### src/rtl/vtyp_pkg.sv
// Shared types, constants and the arctangent table for the vector-to-angles pipeline.
// Depends on nothing; every other file imports this package.
package vtyp_pkg;

  // Field widths and pipeline depth.
  localparam int COMPONENT_WIDTH     = 16;
  localparam int ANGLE_FRACTION_BITS = 8;
  localparam int CORDIC_STAGES       = 16;

  // Internal datapath: normalized components stay below 2^41 and grow by the
  // CORDIC gain, so 48 bits hold every intermediate value.
  localparam int DataWidth  = 48;
  // Angle accumulator: signed degrees with 24 fraction bits, range about -100..280.
  localparam int AccFrac    = 24;
  localparam int AngleWidth = 34;
  localparam int OutWidth   = 9 + ANGLE_FRACTION_BITS;

  // Normalization brings the largest component to at least 2^NormExp.
  localparam int NormExp    = 40;
  localparam int ShiftWidth = $clog2(NormExp + 1);
  localparam int MsbWidth   = $clog2(COMPONENT_WIDTH);

  // Inverse CORDIC gain in Q31 and the split used for the exact product.
  localparam longint GainTail  = (2 * CORDIC_STAGES <= 62) ?
                                 (longint'(869377165) >> (2 * CORDIC_STAGES)) : 0;
  localparam longint GainValue = longint'(1304065748) + GainTail;
  localparam int     GainWidth = 31;
  localparam int     GainSplit = 21;
  localparam int     GainShift = 10;

  typedef logic signed [DataWidth-1:0]  data_t;
  typedef logic signed [AngleWidth-1:0] angle_t;

  localparam angle_t AngleHalf = angle_t'(longint'(180) << AccFrac);
  localparam angle_t AngleFull = angle_t'(longint'(360) << AccFrac);

  // Everything that rides along with an item beside the CORDIC vector.
  typedef struct packed {
    logic   special;  // x and y both zero: fixed answer, CORDIC result ignored
    logic   z_pos;    // z strictly positive
    data_t  zn;       // normalized z, the y input of the pitch pass
    angle_t yaw;      // yaw angle once the first pass is done
  } side_t;

  // round(atan(2^-i) * 180/pi * 2^24).
  function automatic logic [29:0] atan_entry(input int idx);
    logic [29:0] v;
    begin
      case (idx)
        0:  v = 30'd754974720;
        1:  v = 30'd445687602;
        2:  v = 30'd235489088;
        3:  v = 30'd119537938;
        4:  v = 30'd60000934;
        5:  v = 30'd30029717;
        6:  v = 30'd15018523;
        7:  v = 30'd7509720;
        8:  v = 30'd3754917;
        9:  v = 30'd1877466;
        10: v = 30'd938734;
        11: v = 30'd469367;
        12: v = 30'd234684;
        13: v = 30'd117342;
        14: v = 30'd58671;
        15: v = 30'd29335;
        16: v = 30'd14668;
        17: v = 30'd7334;
        18: v = 30'd3667;
        19: v = 30'd1833;
        20: v = 30'd917;
        21: v = 30'd458;
        22: v = 30'd229;
        23: v = 30'd115;
        24: v = 30'd57;
        25: v = 30'd29;
        26: v = 30'd14;
        27: v = 30'd7;
        28: v = 30'd4;
        29: v = 30'd2;
        30: v = 30'd1;
        default: v = 30'd0;
      endcase
      return v;
    end
  endfunction

endpackage

### src/rtl/vtyp_gain.sv
// Gain compensation of the first-pass magnitude: floor(r * G / 2^31), exact,
// from two partial products over three register stages. Uses vtyp_pkg.
module vtyp_gain import vtyp_pkg::*; (
  input  logic  clk_i,
  input  logic  rst_ni,
  input  logic  valid_i,
  input  data_t r_i,
  input  side_t side_i,
  output logic  valid_o,
  output data_t rc_o,
  output side_t side_o
);

  localparam int HiWidth  = DataWidth - 1 - GainSplit;
  localparam int LoProdW  = GainSplit + GainWidth;
  localparam int HiProdW  = HiWidth + GainWidth;
  localparam int SumWidth = DataWidth + GainShift;

  localparam logic [GainWidth-1:0] Gain = GainWidth'(GainValue);

  data_t                r;
  logic [HiWidth-1:0]   r_hi;
  logic [GainSplit-1:0] r_lo;
  logic [SumWidth-1:0]  sum;

  logic                  v1_q, v2_q, v3_q;
  logic [HiWidth-1:0]    hi1_q;
  logic [LoProdW-1:0]    plo1_q;
  logic [GainWidth-1:0]  plo2_q;
  logic [HiProdW-1:0]    phi2_q;
  data_t                 rc3_q;
  side_t                 s1_q, s2_q, s3_q;

  // The magnitude is never negative in practice; clamp it anyway.
  assign r    = r_i[DataWidth-1] ? '0 : r_i;
  assign r_hi = r[DataWidth-2:GainSplit];
  assign r_lo = r[GainSplit-1:0];

  always_ff @(posedge clk_i or negedge rst_ni) begin
    if (!rst_ni) begin
      v1_q <= 1'b0;
      v2_q <= 1'b0;
      v3_q <= 1'b0;
    end else begin
      v1_q <= valid_i;
      v2_q <= v1_q;
      v3_q <= v2_q;
    end
  end

  // Stage one: low partial product.
  always_ff @(posedge clk_i) begin
    if (valid_i) begin
      plo1_q <= LoProdW'(r_lo) * LoProdW'(Gain);
      hi1_q  <= r_hi;
      s1_q   <= side_i;
    end
  end

  // Stage two: high partial product; the low one keeps only its top bits.
  always_ff @(posedge clk_i) begin
    if (v1_q) begin
      phi2_q <= HiProdW'(hi1_q) * HiProdW'(Gain);
      plo2_q <= plo1_q[LoProdW-1:GainSplit];
      s2_q   <= s1_q;
    end
  end

  // Stage three: combine and drop the remaining fraction bits.
  assign sum = SumWidth'(phi2_q) + SumWidth'(plo2_q);

  always_ff @(posedge clk_i) begin
    if (v2_q) begin
      rc3_q <= data_t'(sum[GainShift +: DataWidth]);
      s3_q  <= s2_q;
    end
  end

  assign valid_o = v3_q;
  assign rc_o    = rc3_q;
  assign side_o  = s3_q;

endmodule

### config.mk
export PLATFORM = sky130hd
export DESIGN_NAME = vtyp_gain
export DESIGN_NICKNAME = d
export VERILOG_FILES = /design/src/rtl/vtyp_pkg.sv /design/src/rtl/vtyp_gain.sv
export SDC_FILE = /design/constraint.sdc
export NUM_CORES = 2
export LEC_CHECK = 0
export ABC_AREA = 0
export CAP_MARGIN = 5
export CORE_ASPECT_RATIO = 1.75
export CORE_UTILIZATION = 45
export CTS_BUF_LIST = sky130_fd_sc_hd__clkbuf_4
export DETAILED_ROUTE_END_ITERATION = 8
export DONT_BUFFER_PORTS = 1
export PLACE_DENSITY_LB_ADDON = 0.05
export SYNTH_ARGS = -nofsm -noshare
export SYNTH_HDL_FRONTEND = slang
export SYNTH_SLANG_ARGS = --single-unit
export TNS_END_PERCENT = 30
### constraint.sdc
create_clock -name clk_i -period 9 [get_ports clk_i]
set_input_delay 1.8 -clock clk_i [delete_from_list [all_inputs] [get_ports clk_i]]
set_output_delay 1.8 -clock clk_i [all_outputs]
set_load 0.01 [all_outputs]
==> flow_metrics.env <==
export IMPL_fin_crit_ns=8.11
export IMPL_fmax_mhz=123
export IMPL_top_level_ports=268
export IMPL_place_area_sq_um=40500
export IMPL_hold_buffers=0
export IMPL_period_share_pct=90.1
export IMPL_setup_tns_ns=0
export IMPL_port_buffers=0
export IMPL_setup_ws_ns=0.890
export IMPL_die_w_microns=224
export IMPL_grt_pass1_wl_microns=164000
export IMPL_r2r_end="phi2_q[56]"
export IMPL_dpl_hpwl_microns=96800
export IMPL_syn_avg_cell_area_sq_um=12.4
export IMPL_layout_filler_cells=8002
export IMPL_antenna_found_initial=4
export IMPL_clkSinkCount=442
export IMPL_endpoint_kind="flip-flop"
export IMPL_maxCapViolCount=0
export IMPL_whs_endpoint="s2_q[44]"
export IMPL_synthArstFlopShare_pct=0.679
export IMPL_slew_headroom_pct=28.3
export IMPL_drcViolationCount=0
export IMPL_routed_via_density=5.15
export IMPL_syn_area_sq_um=38900
export IMPL_overflow=0
export IMPL_crit_buf_inv=4
export IMPL_drv_slew=0
export IMPL_worstPathMaxFanout=9
export IMPL_r2r_start="hi1_q[15]"
export IMPL_rsz0062_at_grt="no"
export IMPL_outcome="complete, no violations"
export IMPL_syn_inst=3131
export IMPL_start_kind="flip-flop"
export IMPL_ys_types=79
export IMPL_wl_microns=111000
export IMPL_synth_ff_type="edfxtp_1"
export IMPL_grt_pass1_vias=26800
export IMPL_synth_edf_count=439
export IMPL_drt_iter0_drc=973
export IMPL_hp_class="flip-flop to flip-flop"
export IMPL_h_tree_depth=3
export IMPL_setup_viol=0
export IMPL_place_gp_congestion=1.01
export IMPL_path_cells="inv_1 -> ha_1 -> inv_1 -> fa_1 -> inv_1 -> fa_1 -> fa_1 -> fa_1 -> inv_1 -> fa_1 -> fa_1 -> ha_1 -> a21oi_1 -> o21ai_1 -> nor2b_1 -> a31oi_1 -> a31oi_1 -> o31a_1 -> o21ai_2 -> a21oi_1 -> o311ai_1"
export IMPL_drive_above_1_share_pct=6.23
export IMPL_start_util_pct=45.5
export IMPL_hold_viol=0
export IMPL_path_class="flip-flop to flip-flop"
export IMPL_cts_buffers=104
export IMPL_fin_nets=4427
export IMPL_fin_area_sq_um=41700
export IMPL_cp_depth=21
export IMPL_cpMostUsedCell="fa_1"
export IMPL_routedWlPerCell_microns=25.0
export IMPL_num_rows=142
export IMPL_antenna_left=0
export IMPL_cp_slowest_stage_delay_ns=0.74
export IMPL_clock_path_buffers=3
export IMPL_r2r_slack_ns=0.89
export IMPL_synth_fp_nets=4322
export IMPL_tightest_slew_ns=1.08
export IMPL_synth_seq_area_share_pct=34.0
export IMPL_vias=23000
export IMPL_cp_arrival_ns=8.66
export IMPL_yosys_cell_count_top_type="inv_1"
export IMPL_synth_seq_cells=442
export IMPL_dieArea_sq_um=87800
export IMPL_ys_top_cells_by_count="829 x inv_1, 580 x fa_1, 476 x ha_1, 439 x edfxtp_1, 110 x a21oi_1"
export IMPL_dr_pass1_iters=5
export IMPL_cts_resized=0
export IMPL_root_buffer="clkbuf_4"
export IMPL_slowest_stage="edfxtp_1"
export IMPL_dp_slack_ns=0.0821
export IMPL_cts_setup_buffers=0
export IMPL_hold_start="s1_q[44]"
export IMPL_grt_max_degree=141
export IMPL_final_setup_skew_ns=0.167
export IMPL_syn_to_final_growth_pct=7.19
export IMPL_grt_usage_pct=26.2
export IMPL_yosys_warnings=0
export IMPL_clk_insertion_delay_late_ns=0.95
export IMPL_clk_pin_slew_ns=0.06
export IMPL_cp_required_ns=9.55
export IMPL_worstHoldPathCells=0
export IMPL_cpLargestDelayFamily="adder cells"
export IMPL_reg2reg_depth=21
export IMPL_yosys_area_top_type="edfxtp_1"
export IMPL_die_h_microns=391
export IMPL_yosysTopAreaCellShare_pct=33.9
export IMPL_core_sq_um=85600
export IMPL_cts_tree="done"
export IMPL_synth_area_leaders="edfxtp_1 34%, fa_1 30%, ha_1 15%, inv_1 8.0%, xnor2_1 1.7%"
## worst max path at each step
stage                   start    endpoint  slack [ns]
floorplan             r_i[47]  plo1_q[50]        0.41
global placement      r_i[47]  plo1_q[50]        0.07
detailed placement    r_i[47]  plo1_q[50]        0.08
CTS                 hi1_q[15]  phi2_q[56]        0.74
global route         hi1_q[6]  phi2_q[55]        0.64
finish              hi1_q[15]  phi2_q[56]        0.89
## layout make-up
class	instances	area, sq um	share of cell area, %
repair buffers	24	180	0.432
well taps	1152	1440	3.45
diodes	3	7.51	0.0180
flip-flops and latches	442	13300	31.8
multi-input cells	1835	22500	53.8
clock inverters	37	224	0.537
inverters	829	3110	7.46
clock buffers	139	1040	2.50
## stage by stage
step / instances / hold WS (ns) / util, %
finish: 4461 / 0.372 / 48.7
global route: 4461 / 0.373 / 48.7
CTS: 4458 / 0.376 / 48.7
detailed placement: 4282 / 0.405 / 47.3
global placement: 4282 / 0.401 / 47.3
floorplan: 3131 / 0.400 / -
## registers in the layout, summed over array words and instances (netlist names)
register and count:
plo1_q 29, s2_q 84, v2_q 1, valid_o 1, s1_q 84, v1_q 1
side_o 84, hi1_q 26, plo2_q 29, rc_o 48, phi2_q 55
## placed cells by master, fill, tap and decap left out, drive strengths merged, types with 5 or more instances in the layout
cell    count
clkinv     29
a21oi     110
or2        11
and4        5
a31oi      14
a41oi       6
and2        7
nor3       16
nand4       8
o21ai      43
o21bai     15
fa        580
or3        10
nand2b     27
nand2      85
nor2b      44
a21boi      5
inv       834
o31ai       6
xnor2      76
o21a        8
a21o       44
xor2       44
a211oi     10
edfxtp    439
ha        476
and3       22
nor2       65
clkbuf    139
nand3      31
buf        24
## layer usage
layer	GRT usage (%)	vias up	wire length (microns)
li1	-	10400	-
met1	20.9	11700	30700
met2	53.2	600	66400
met3	3.48	329	3010
met4	23.1	4	11300
met5	0	-	23
## worst reg2reg max path, stage by stage, from the launching register on
cell and delay [ns]:
edfxtp_1 0.74, inv_1 0.26, ha_1 0.39, inv_1 0.24, fa_1 0.50, inv_1 0.10
fa_1 0.44, fa_1 0.55, fa_1 0.52, inv_1 0.05, fa_1 0.53, fa_1 0.47
ha_1 0.48, a21oi_1 0.17, o21ai_1 0.22, nor2b_1 0.08, a31oi_1 0.31, a31oi_1 0.26
o31a_1 0.40, o21ai_2 0.24, a21oi_1 0.14, o311ai_1 0.65
## cells by family (layout without fill, tap and decap cells)
| group | count (synthesis) | after routing | synth area share, % |
|---|---|---|---|
| AOI/OAI and AO/OA | 310 | 310 | 5.23 |
| muxes | 3 | 3 | 0.0803 |
| xor gates and xnor gates | 120 | 120 | 2.70 |
| other | 0 | 3 | 0 |
| adders and majority gates | 1056 | 1056 | 45.1 |
| DFF | 442 | 442 | 34.0 |
| and+or+nand+nor | 346 | 346 | 4.57 |
| buffers and inverters | 854 | 1029 | 8.26 |
Power is not shown: default switching activity piles up to over one toggle a cycle in this logic, so the estimate is an artifact.
