`config.mk`:
```
export PLATFORM = sky130hd
export DESIGN_NAME = vtyp_norm
export DESIGN_NICKNAME = d
export VERILOG_FILES = /design/src/rtl/vtyp_pkg.sv /design/src/rtl/vtyp_norm.sv
export SDC_FILE = /design/constraint.sdc
export NUM_CORES = 1
export LEC_CHECK = 0
export ABC_CLOCK_PERIOD_IN_PS = 3840
export BUFFER_PORTS_ARGS = -buffer_cell sky130_fd_sc_hd__buf_2
export CORE_UTILIZATION = 54
export CTS_BUF_LIST = sky130_fd_sc_hd__clkbuf_2
export DETAILED_ROUTE_END_ITERATION = 8
export PLACE_DENSITY_LB_ADDON = 0.08
export SKIP_LAST_GASP = 1
export SYNTH_ARGS = -nofsm -noshare
export SYNTH_HDL_FRONTEND = slang
export SYNTH_SLANG_ARGS = --single-unit
```
`constraint.sdc`:
```
create_clock -name clk_i -period 3.84 [get_ports clk_i]
set_input_delay 0.192 -clock clk_i [delete_from_list [all_inputs] [get_ports clk_i]]
set_output_delay 0.192 -clock clk_i [all_outputs]
set_load 0.02 [all_outputs]
```
`src/rtl/vtyp_pkg.sv`:
```
// Shared types, constants and the arctangent table for the vector-to-angles pipeline.
// Depends on nothing; every other file imports this package.
package vtyp_pkg;

  // Field widths and pipeline depth.
  localparam int COMPONENT_WIDTH     = 16;
  localparam int ANGLE_FRACTION_BITS = 8;
  localparam int CORDIC_STAGES       = 16;

  // Internal datapath: normalized components stay below 2^41 and grow by the
  // CORDIC gain, so 48 bits hold every intermediate value.
  localparam int DataWidth  = 48;
  // Angle accumulator: signed degrees with 24 fraction bits, range about -100..280.
  localparam int AccFrac    = 24;
  localparam int AngleWidth = 34;
  localparam int OutWidth   = 9 + ANGLE_FRACTION_BITS;

  // Normalization brings the largest component to at least 2^NormExp.
  localparam int NormExp    = 40;
  localparam int ShiftWidth = $clog2(NormExp + 1);
  localparam int MsbWidth   = $clog2(COMPONENT_WIDTH);

  // Inverse CORDIC gain in Q31 and the split used for the exact product.
  localparam longint GainTail  = (2 * CORDIC_STAGES <= 62) ?
                                 (longint'(869377165) >> (2 * CORDIC_STAGES)) : 0;
  localparam longint GainValue = longint'(1304065748) + GainTail;
  localparam int     GainWidth = 31;
  localparam int     GainSplit = 21;
  localparam int     GainShift = 10;

  typedef logic signed [DataWidth-1:0]  data_t;
  typedef logic signed [AngleWidth-1:0] angle_t;

  localparam angle_t AngleHalf = angle_t'(longint'(180) << AccFrac);
  localparam angle_t AngleFull = angle_t'(longint'(360) << AccFrac);

  // Everything that rides along with an item beside the CORDIC vector.
  typedef struct packed {
    logic   special;  // x and y both zero: fixed answer, CORDIC result ignored
    logic   z_pos;    // z strictly positive
    data_t  zn;       // normalized z, the y input of the pitch pass
    angle_t yaw;      // yaw angle once the first pass is done
  } side_t;

  // round(atan(2^-i) * 180/pi * 2^24).
  function automatic logic [29:0] atan_entry(input int idx);
    logic [29:0] v;
    begin
      case (idx)
        0:  v = 30'd754974720;
        1:  v = 30'd445687602;
        2:  v = 30'd235489088;
        3:  v = 30'd119537938;
        4:  v = 30'd60000934;
        5:  v = 30'd30029717;
        6:  v = 30'd15018523;
        7:  v = 30'd7509720;
        8:  v = 30'd3754917;
        9:  v = 30'd1877466;
        10: v = 30'd938734;
        11: v = 30'd469367;
        12: v = 30'd234684;
        13: v = 30'd117342;
        14: v = 30'd58671;
        15: v = 30'd29335;
        16: v = 30'd14668;
        17: v = 30'd7334;
        18: v = 30'd3667;
        19: v = 30'd1833;
        20: v = 30'd917;
        21: v = 30'd458;
        22: v = 30'd229;
        23: v = 30'd115;
        24: v = 30'd57;
        25: v = 30'd29;
        26: v = 30'd14;
        27: v = 30'd7;
        28: v = 30'd4;
        29: v = 30'd2;
        30: v = 30'd1;
        default: v = 30'd0;
      endcase
      return v;
    end
  endfunction

endpackage

```
`src/rtl/vtyp_norm.sv`:
```
// Front end: finds the common normalizing shift, scales the components and
// folds a negative x into the right half plane. Two register stages. Uses vtyp_pkg.
module vtyp_norm import vtyp_pkg::*; (
  input  logic                              clk_i,
  input  logic                              rst_ni,
  input  logic                              valid_i,
  input  logic signed [COMPONENT_WIDTH-1:0] x_i,
  input  logic signed [COMPONENT_WIDTH-1:0] y_i,
  input  logic signed [COMPONENT_WIDTH-1:0] z_i,
  output logic                              valid_o,
  output data_t                             x_o,
  output data_t                             y_o,
  output angle_t                            ang_o,
  output side_t                             side_o
);

  logic [COMPONENT_WIDTH-1:0] mag_x, mag_y, mag_z, mag_or;
  logic [MsbWidth-1:0]        msb;
  logic [ShiftWidth-1:0]      shift_d;

  logic                              v1_q;
  logic signed [COMPONENT_WIDTH-1:0] x1_q, y1_q, z1_q;
  logic [ShiftWidth-1:0]             shift_q;
  logic                              special_q, z_pos_q;

  data_t xs, ys, zs;
  logic  neg;

  logic   v2_q;
  data_t  x2_q, y2_q;
  angle_t ang2_q;
  side_t  side2_q;

  // The largest magnitude has the same leading one as the OR of all three.
  assign mag_x  = x_i[COMPONENT_WIDTH-1] ? (~x_i + 1'b1) : x_i;
  assign mag_y  = y_i[COMPONENT_WIDTH-1] ? (~y_i + 1'b1) : y_i;
  assign mag_z  = z_i[COMPONENT_WIDTH-1] ? (~z_i + 1'b1) : z_i;
  assign mag_or = mag_x | mag_y | mag_z;

  // Leading-one position picks the shift that lands the maximum in [2^40, 2^41).
  always_comb begin
    msb = '0;
    for (int b = 0; b < COMPONENT_WIDTH; b++) begin
      if (mag_or[b]) msb = MsbWidth'(b);
    end
    shift_d = ShiftWidth'(NormExp) - ShiftWidth'(msb);
  end

  // Stage one: raw components, shift amount and the special-case flags.
  always_ff @(posedge clk_i or negedge rst_ni) begin
    if (!rst_ni) begin
      v1_q <= 1'b0;
    end else begin
      v1_q <= valid_i;
    end
  end

  always_ff @(posedge clk_i) begin
    if (valid_i) begin
      x1_q      <= x_i;
      y1_q      <= y_i;
      z1_q      <= z_i;
      shift_q   <= shift_d;
      special_q <= (x_i == '0) && (y_i == '0);
      z_pos_q   <= !z_i[COMPONENT_WIDTH-1] && (z_i != '0);
    end
  end

  // Scale, then rotate by 180 degrees when x is negative.
  assign xs  = data_t'(x1_q) <<< shift_q;
  assign ys  = data_t'(y1_q) <<< shift_q;
  assign zs  = data_t'(z1_q) <<< shift_q;
  assign neg = x1_q[COMPONENT_WIDTH-1];

  always_ff @(posedge clk_i or negedge rst_ni) begin
    if (!rst_ni) begin
      v2_q <= 1'b0;
    end else begin
      v2_q <= v1_q;
    end
  end

  always_ff @(posedge clk_i) begin
    if (v1_q) begin
      x2_q            <= neg ? -xs : xs;
      y2_q            <= neg ? -ys : ys;
      ang2_q          <= neg ? AngleHalf : '0;
      side2_q.special <= special_q;
      side2_q.z_pos   <= z_pos_q;
      side2_q.zn      <= zs;
      side2_q.yaw     <= '0;
    end
  end

  assign valid_o = v2_q;
  assign x_o     = x2_q;
  assign y_o     = y2_q;
  assign ang_o   = ang2_q;
  assign side_o  = side2_q;

endmodule

```
==> metrics.txt, run 1 <==
outcome complete, but fails checks; failing checks setup timing; Seq/Total Area, Yosys 37.36%; Setup WS pre-CTS -102.7 ps; DIE WIDTH 176.5 um; Die Ht between 150 and 200 um; Seq cells post-synth 205; measured slew at the worst slew-check pin between 1000 and 1500 ps; CP Launch Point shift_q[1]; max incr delay on CP 580 ps; number of buffers created by CTS 50; pwr dens between 300 and 400 nW/um^2; routed vias 16760; I/O pin total 266; r2r startpoint shift_q[1]; Hold Path Class in2reg; Max Clock Freq roughly 260 MHz; initial antenna violation count 2; vias per cell 6.350; Worst Setup EP x_o[46]; max-cap viol count 0; cell taking the most area after synthesis edfxtp_1; slew margin rel. 19.43%; Synth top area share between 30 and 40%; vias in the first global route roughly 15000; Lkg Pwr roughly 8.5 nW; Initial Utilization between 50% and 60%; flop-to-flop setup slack -10 ps; Hold Fails Final Rpt 0; DP Wirelength approximately 47 mm; crit path kind reg2reg; Worst-Skew Late Latency approximately 900 ps; CP arrival between 4000 and 5000 ps; Ys Warns 0; most instantiated library cell after synthesis edfxtp_1; Yosys cell types 95; critical path endpoint category register; CTS tree yes; number of synthesized flops with an enable pin between 200 and 250; RSZ-0062 raised after global routing yes; Synth Instances approximately 1700; worst vdd ir approximately 0.00025 V; CTS root buf clkbuf_2; placement row count 63; Area Growth Syn to Fin 26.91%; buffers added on ports between 200 and 250; worst hold path startpoint z_i[13]; final antenna-violating net count 0; Clock Pin Slew Worst Setup and Hold Paths roughly 100 ps; top post-synthesis cells by count edfxtp_1, nor2_1, nand2_1; utilization after layout a little over two thirds; Core Box Area between 20000 and 30000 um^2; GRT overflow 0; DRC 0; Async S/R FF share, synth less than 1%; first-pass GRT wire length 90.66 mm; Worst Setup Start Kind register; top_reg_cell synth edfxtp_1; ranking of synthesized cells by area edfxtp_1, mux4_2, buf_4; largest net degree at the start of global routing 74; Longest Clk Path Bufs 3; R2R depth 10; layout cells sized above 1 ~34%; die area 31170 um^2; CP max stage cell or4b_1; Final TNS setup -10.55 ps; final net count approximately 2300; Iteration-0 DRC Markers 2636; worst r2r dst x_o[46]; drt pass-1 iters 6; Tmin final 3851 ps; final slew viol count 0; GRT Total Usage between 30% and 40%; RePlAce Congestion between 1 and 1.5; Worst Path Required roughly 4500 ps; Syn Area/Cell approximately 9.5 um^2; critical path fanouts, max 12; crit-path cells buf_4 > buf_8 > mux4_2 > a221o_1 > a221oi_1 > or4b_1 > nor3_2 > nand2_1 > nor3_1 > mux2_2; Final WS setup -10.55 ps; CTS Sinks 205; clock skew around 82 ps; Mapped Area roughly 16000 um^2; crit share post-route 100.3%; WL final ~62 mm; worst hold slack roughly 120 ps; count of final setup violators 1; H-tree depth 2; placed cell count 2493; WL/cell ~23 um; Finished Layout Cells between 2000 and 3000
flip-flops by register name, indices dropped and copies added, names as in the netlist:
signal / flops
side_o: 50
x_o: 48
y_o: 48
x1_q: 16
y1_q: 16
z1_q: 16
shift_q: 6
ang_o: 1
special_q: 1
v1_q: 1
valid_o: 1
z_pos_q: 1
power by group:
group	switching [mW]	internal, mW	total (mW)
Combinational	2.17	1.53	3.69
Sequential	0.145	2.79	2.93
Clock	0.910	0.535	1.45
Total	3.22	4.85	8.07
layer usage:
metal	up-vias	GRT usage [%]	share of wire (%)
li1	7413	-	-
met1	7996	53.47	40
met2	1148	59.02	45
met3	196	7.020	10
met4	4	14.62	4.2
met5	-	0	0.15
per-stage QoR:
stage / cell area (um^2) / power [mW]
CTS: 20560 / 7.890
detailed placement: 19580 / 6.416
floorplan: 16730 / 5.006
finish: 20880 / 8.071
global route: 20880 / 8.394
global placement: 19580 / 6.355
layout by cell type (no fill, tap or decap), types with 13 or more instances in the layout:
cell type        n
and2_1          14
a22oi_1         15
xnor2_1         62
o31ai_1         32
a21o_1          13
mux2_2          39
mux4_2          35
o22ai_1         34
buf_4          294
inv_1           38
o21ai_0         97
a211oi_1        25
buf_2          201
nor2b_1         26
nor2_1         155
conb_1          64
a21oi_1        100
mux2i_1         48
nand2_1        141
or2_2           17
xor2_1          53
buf_12          19
nor3_1          25
or3_1           13
nand3_1         48
edfxtp_1       203
dlygate4sd3_1   51
clkbuf_2        77
cell type report:
cell class                      count  area [um^2]
Clock inverter                     12        58.81
Antenna cell                        1        2.502
Multi-Input combinational cell   1344         9458
Clock buffer                       77        385.4
Fill cell                        2317         8919
Inverter                           39        146.4
Sequential cell                   205         6150
Timing Repair Buffer              571         4189
Tap cell                          390        488.0
repair_timing:
action,4_1_cts,5_1_grt
pin swaps,0,6
setup endpoints to repair,15,30
cloned,0,1
hold endpoints to repair,70,0
hold buffers,51,0
setup buffers,2,2
gates resized for setup,1,58
logic make-up (layout without fill, tap and decap cells):
kind of cell / after synthesis / after routing / share of synthesized area (%)
AND/OR/NAND/NOR: 535 / 535 / 15.90
multiplexers: 136 / 136 / 11.53
adder cells (fa/ha/maj): 6 / 6 / 0.4563
other: 1 / 65 / 0.02280
XOR/XNOR: 115 / 115 / 6.123
buffers and inverters: 244 / 699 / 8.343
AO/OA/AOI/OAI: 488 / 488 / 20.27
flip-flops: 205 / 205 / 37.36
critical path, delay by kind of cell, from the launching register on:
family | cells | cell delay [ps]
AOI/OAI and AO/OA | 2 | 870
DFF | 1 | 360
buffers and inverters | 2 | 350
muxes | 2 | 890
and+or+nand+nor | 4 | 1180
worst min path at each step:
stage,end,slack [ps],cells after the start
floorplan,v1_q,-100,0
global placement,valid_o,-20,1
detailed placement,valid_o,-20,1
CTS,x1_q[12],20,2
global route,x1_q[12],80,2
finish,z1_q[13],120,2
No activity file was read; power rests on OpenSTA's default activity.
==> inputs of run 2 (changes only) <==
--- a/config.mk
+++ b/config.mk
@@ -5,9 +5,9 @@
 export SDC_FILE = /design/constraint.sdc
 export NUM_CORES = 1
 export LEC_CHECK = 0
-export ABC_CLOCK_PERIOD_IN_PS = 3840
+export ABC_CLOCK_PERIOD_IN_PS = 3810
 export BUFFER_PORTS_ARGS = -buffer_cell sky130_fd_sc_hd__buf_2
-export CORE_UTILIZATION = 54
+export CORE_UTILIZATION = 60
 export CTS_BUF_LIST = sky130_fd_sc_hd__clkbuf_2
 export DETAILED_ROUTE_END_ITERATION = 8
 export PLACE_DENSITY_LB_ADDON = 0.08
==> constraint.sdc (replaced) <==
create_clock -name clk_i -period 3.81 [get_ports clk_i]
set_input_delay 0.1905 -clock clk_i [delete_from_list [all_inputs] [get_ports clk_i]]
set_output_delay 0.1905 -clock clk_i [all_outputs]
set_load 0.02 [all_outputs]
==> run 2 against run 1 <==
  * The flow still finishes with violations (setup timing)
  * Cell count fell by 3.3%
  * Sequential power barely moved
  * Clock-buffer cell count fell by 11
  * Critical path depth rose by 3
  * Routed wire length rose by 0.74%
  * Total power fell by 0.13%
  * Clock power barely moved
  * Combinational power barely moved
  * Highest routed layer is now met4
==> metrics.txt, run 2 (synthesis results as in run 1) <==
outcome complete, but fails checks; failing checks setup timing; Clk pwr share 17.9%; CTS Sinks between 200 and 250; DIE WIDTH 167.6 um; CTS tree yes; CP arrival approximately 4500 ps; Worst Setup Start Kind register; vias per cell about 6.6; Net Sw Frac between 40% and 50%; H-tree depth 2; critical path fanouts, max 14; Area Growth Syn to Fin 24.65%; initial antenna violation count 1; commonest non-fill, non-tap cells in the layout buf_4, edfxtp_1, buf_2; max-cap viol count 0; DRC 0; Int Power ~4.8 mW; DP Wirelength roughly 45 mm; Lkg Pwr 8.332 nW; placement row count 60; final antenna-violating net count 0; largest net degree at the start of global routing between 90 and 100; RSZ-0062 raised after global routing yes; crit share post-route 101.9%; Worst Path Required 4410 ps; Core Box Area ~27000 um^2; GRT Total Usage 42.25%; CP Launch Point shift_q[1]; Die Ht 167.6 um; Final Cell Area between 20000 and 25000 um^2; critical path endpoint category register; Net Sw Power ~3.3 mW; Longest Clk Path Bufs 3; Final WS setup -74.07 ps; Combinational Power Share around 46%; vias in the first global route about 15000; commonest non-fill, non-tap cell in the layout buf_4; Max Clock Freq about 260 MHz; Worst-Skew Late Latency a little under 900 ps; crit path kind reg2reg; final slew viol count 0; WL/cell ~24 um; Setup WS pre-CTS -51.52 ps; RePlAce Congestion between 1 and 1.5; drt pass-1 iters 7; Tmin final just under 4000 ps; Initial Utilization 61.04%; measured slew at the worst slew-check pin approximately 980 ps; worst vdd ir roughly 0.00027 V; WL final about 62 mm; count of final setup violators 6; layout cells sized above 1 33.38%; Clock Pin Slew Worst Setup and Hold Paths 120 ps; pwr dens between 300 and 400 nW/um^2; routed vias approximately 17000; flip-flop count of the largest register after layout 50; Iteration-0 DRC Markers approximately 2900; buffers added on ports ~200; Seq pwr share between 30% and 40%; worst hold path startpoint x_i[12]; Hold Path Class in2reg; Cell Area, Placed between 15000 and 20000 um^2; number of buffers created by CTS 48; Hold Fails Final Rpt 0; slew margin rel. between 30% and 40%; final net count between 2000 and 2500; CTS root buf clkbuf_2; clock skew about 80 ps; GRT overflow 0; first-pass GRT wire length 91.06 mm; die area approximately 28000 um^2; r2r startpoint shift_q[1]; I/O pin total 266
-- run 2: cell count changes in the layout (fill, tap and decap cells not counted), moves of 3 or more --
cell / previous run / this run
buf_12: 19 / 10
buf_4: 294 / 275
buf_6: 4 / 1
clkbuf_2: 77 / 66
mux2i_1: 48 / 54
mux2i_2: 7 / 2
o21ai_0: 97 / 92
o21ai_1: 5 / 9
-- run 2: layout make-up --
class	instances	area, um^2
Multi-Input combinational cell	1344	9463
Fill cell	1855	6445
Sequential cell	205	6150
Timing Repair Buffer	544	3905
Tap cell	341	426.7
Clock buffer	66	330.3
Inverter	39	146.4
Clock inverter	13	82.58
Antenna cell	1	2.502
-- run 2: power groups by stage --
stage                     logic, mW  clock network [mW]  registers, mW
after floorplan                1.79                   0           3.26
after global placement         3.30                   0           2.98
after detailed placement       3.35                   0           3.00
after CTS                      3.42                1.44           2.94
after global routing           3.82                1.53           2.97
final                          3.67                1.44           2.95
-- run 2: path summary, 6_finish.rpt --
path	to	slack, ps	cells after the start
worst max-delay path	y_o[38]	-70	13
worst min-delay path	x1_q[12]	100	2
worst max register to register	y_o[38]	-70	13
worst min register to register	side_o[83]	440	0
max in group asynchronous	v1_q	3420	3
min in group asynchronous	v1_q	250	3
-- run 2: timing repair --
item | in CTS | in global routing
endpoints found under the setup margin | 10 | 27
endpoints found under the hold margin | 86 | 0
gates cloned | 0 | 3
hold buffers | 51 | 0
resized for setup | 6 | 64
buffers inserted | 0 | 4
pin swaps | 2 | 5
-- run 2: critical path, cell delays in order, from the launching register on --
cell,delay (ps)
edfxtp_1,420
buf_12,170
buf_16,150
mux2_4,310
buf_4,160
a222oi_1,390
and3_4,310
nand2_4,70
o31ai_4,220
or4b_4,500
or3_4,360
buf_2,180
o31ai_4,280
xnor2_1,120
-- run 2: per-stage QoR --
| step | hold WS (ps) | instances | utilization (%) | setup TNS, ps | total power [mW] |
|---|---|---|---|---|---|
| after floorplan | -105.1 | 1793 | - | 0 | 5.048 |
| after global placement | -20.46 | 2415 | 71.29 | -13.93 | 6.283 |
| after detailed placement | -20.31 | 2415 | 71.29 | -214.4 | 6.349 |
| after CTS | 71.64 | 2545 | 74.80 | 0 | 7.804 |
| after global routing | 105.0 | 2553 | 76.09 | -1029 | 8.324 |
| final | 104.6 | 2553 | 76.09 | -253.8 | 8.061 |
-- run 2: per-layer routing --
metal | global-route usage (%) | part of all wire, % | up-vias
met5 | 0 | 0 | -
met2 | 64.89 | 44 | 1411
met3 | 8.887 | 12 | 235
met4 | 18.39 | 5.2 | 0
li1 | - | - | 7343
met1 | 57.79 | 38 | 7936
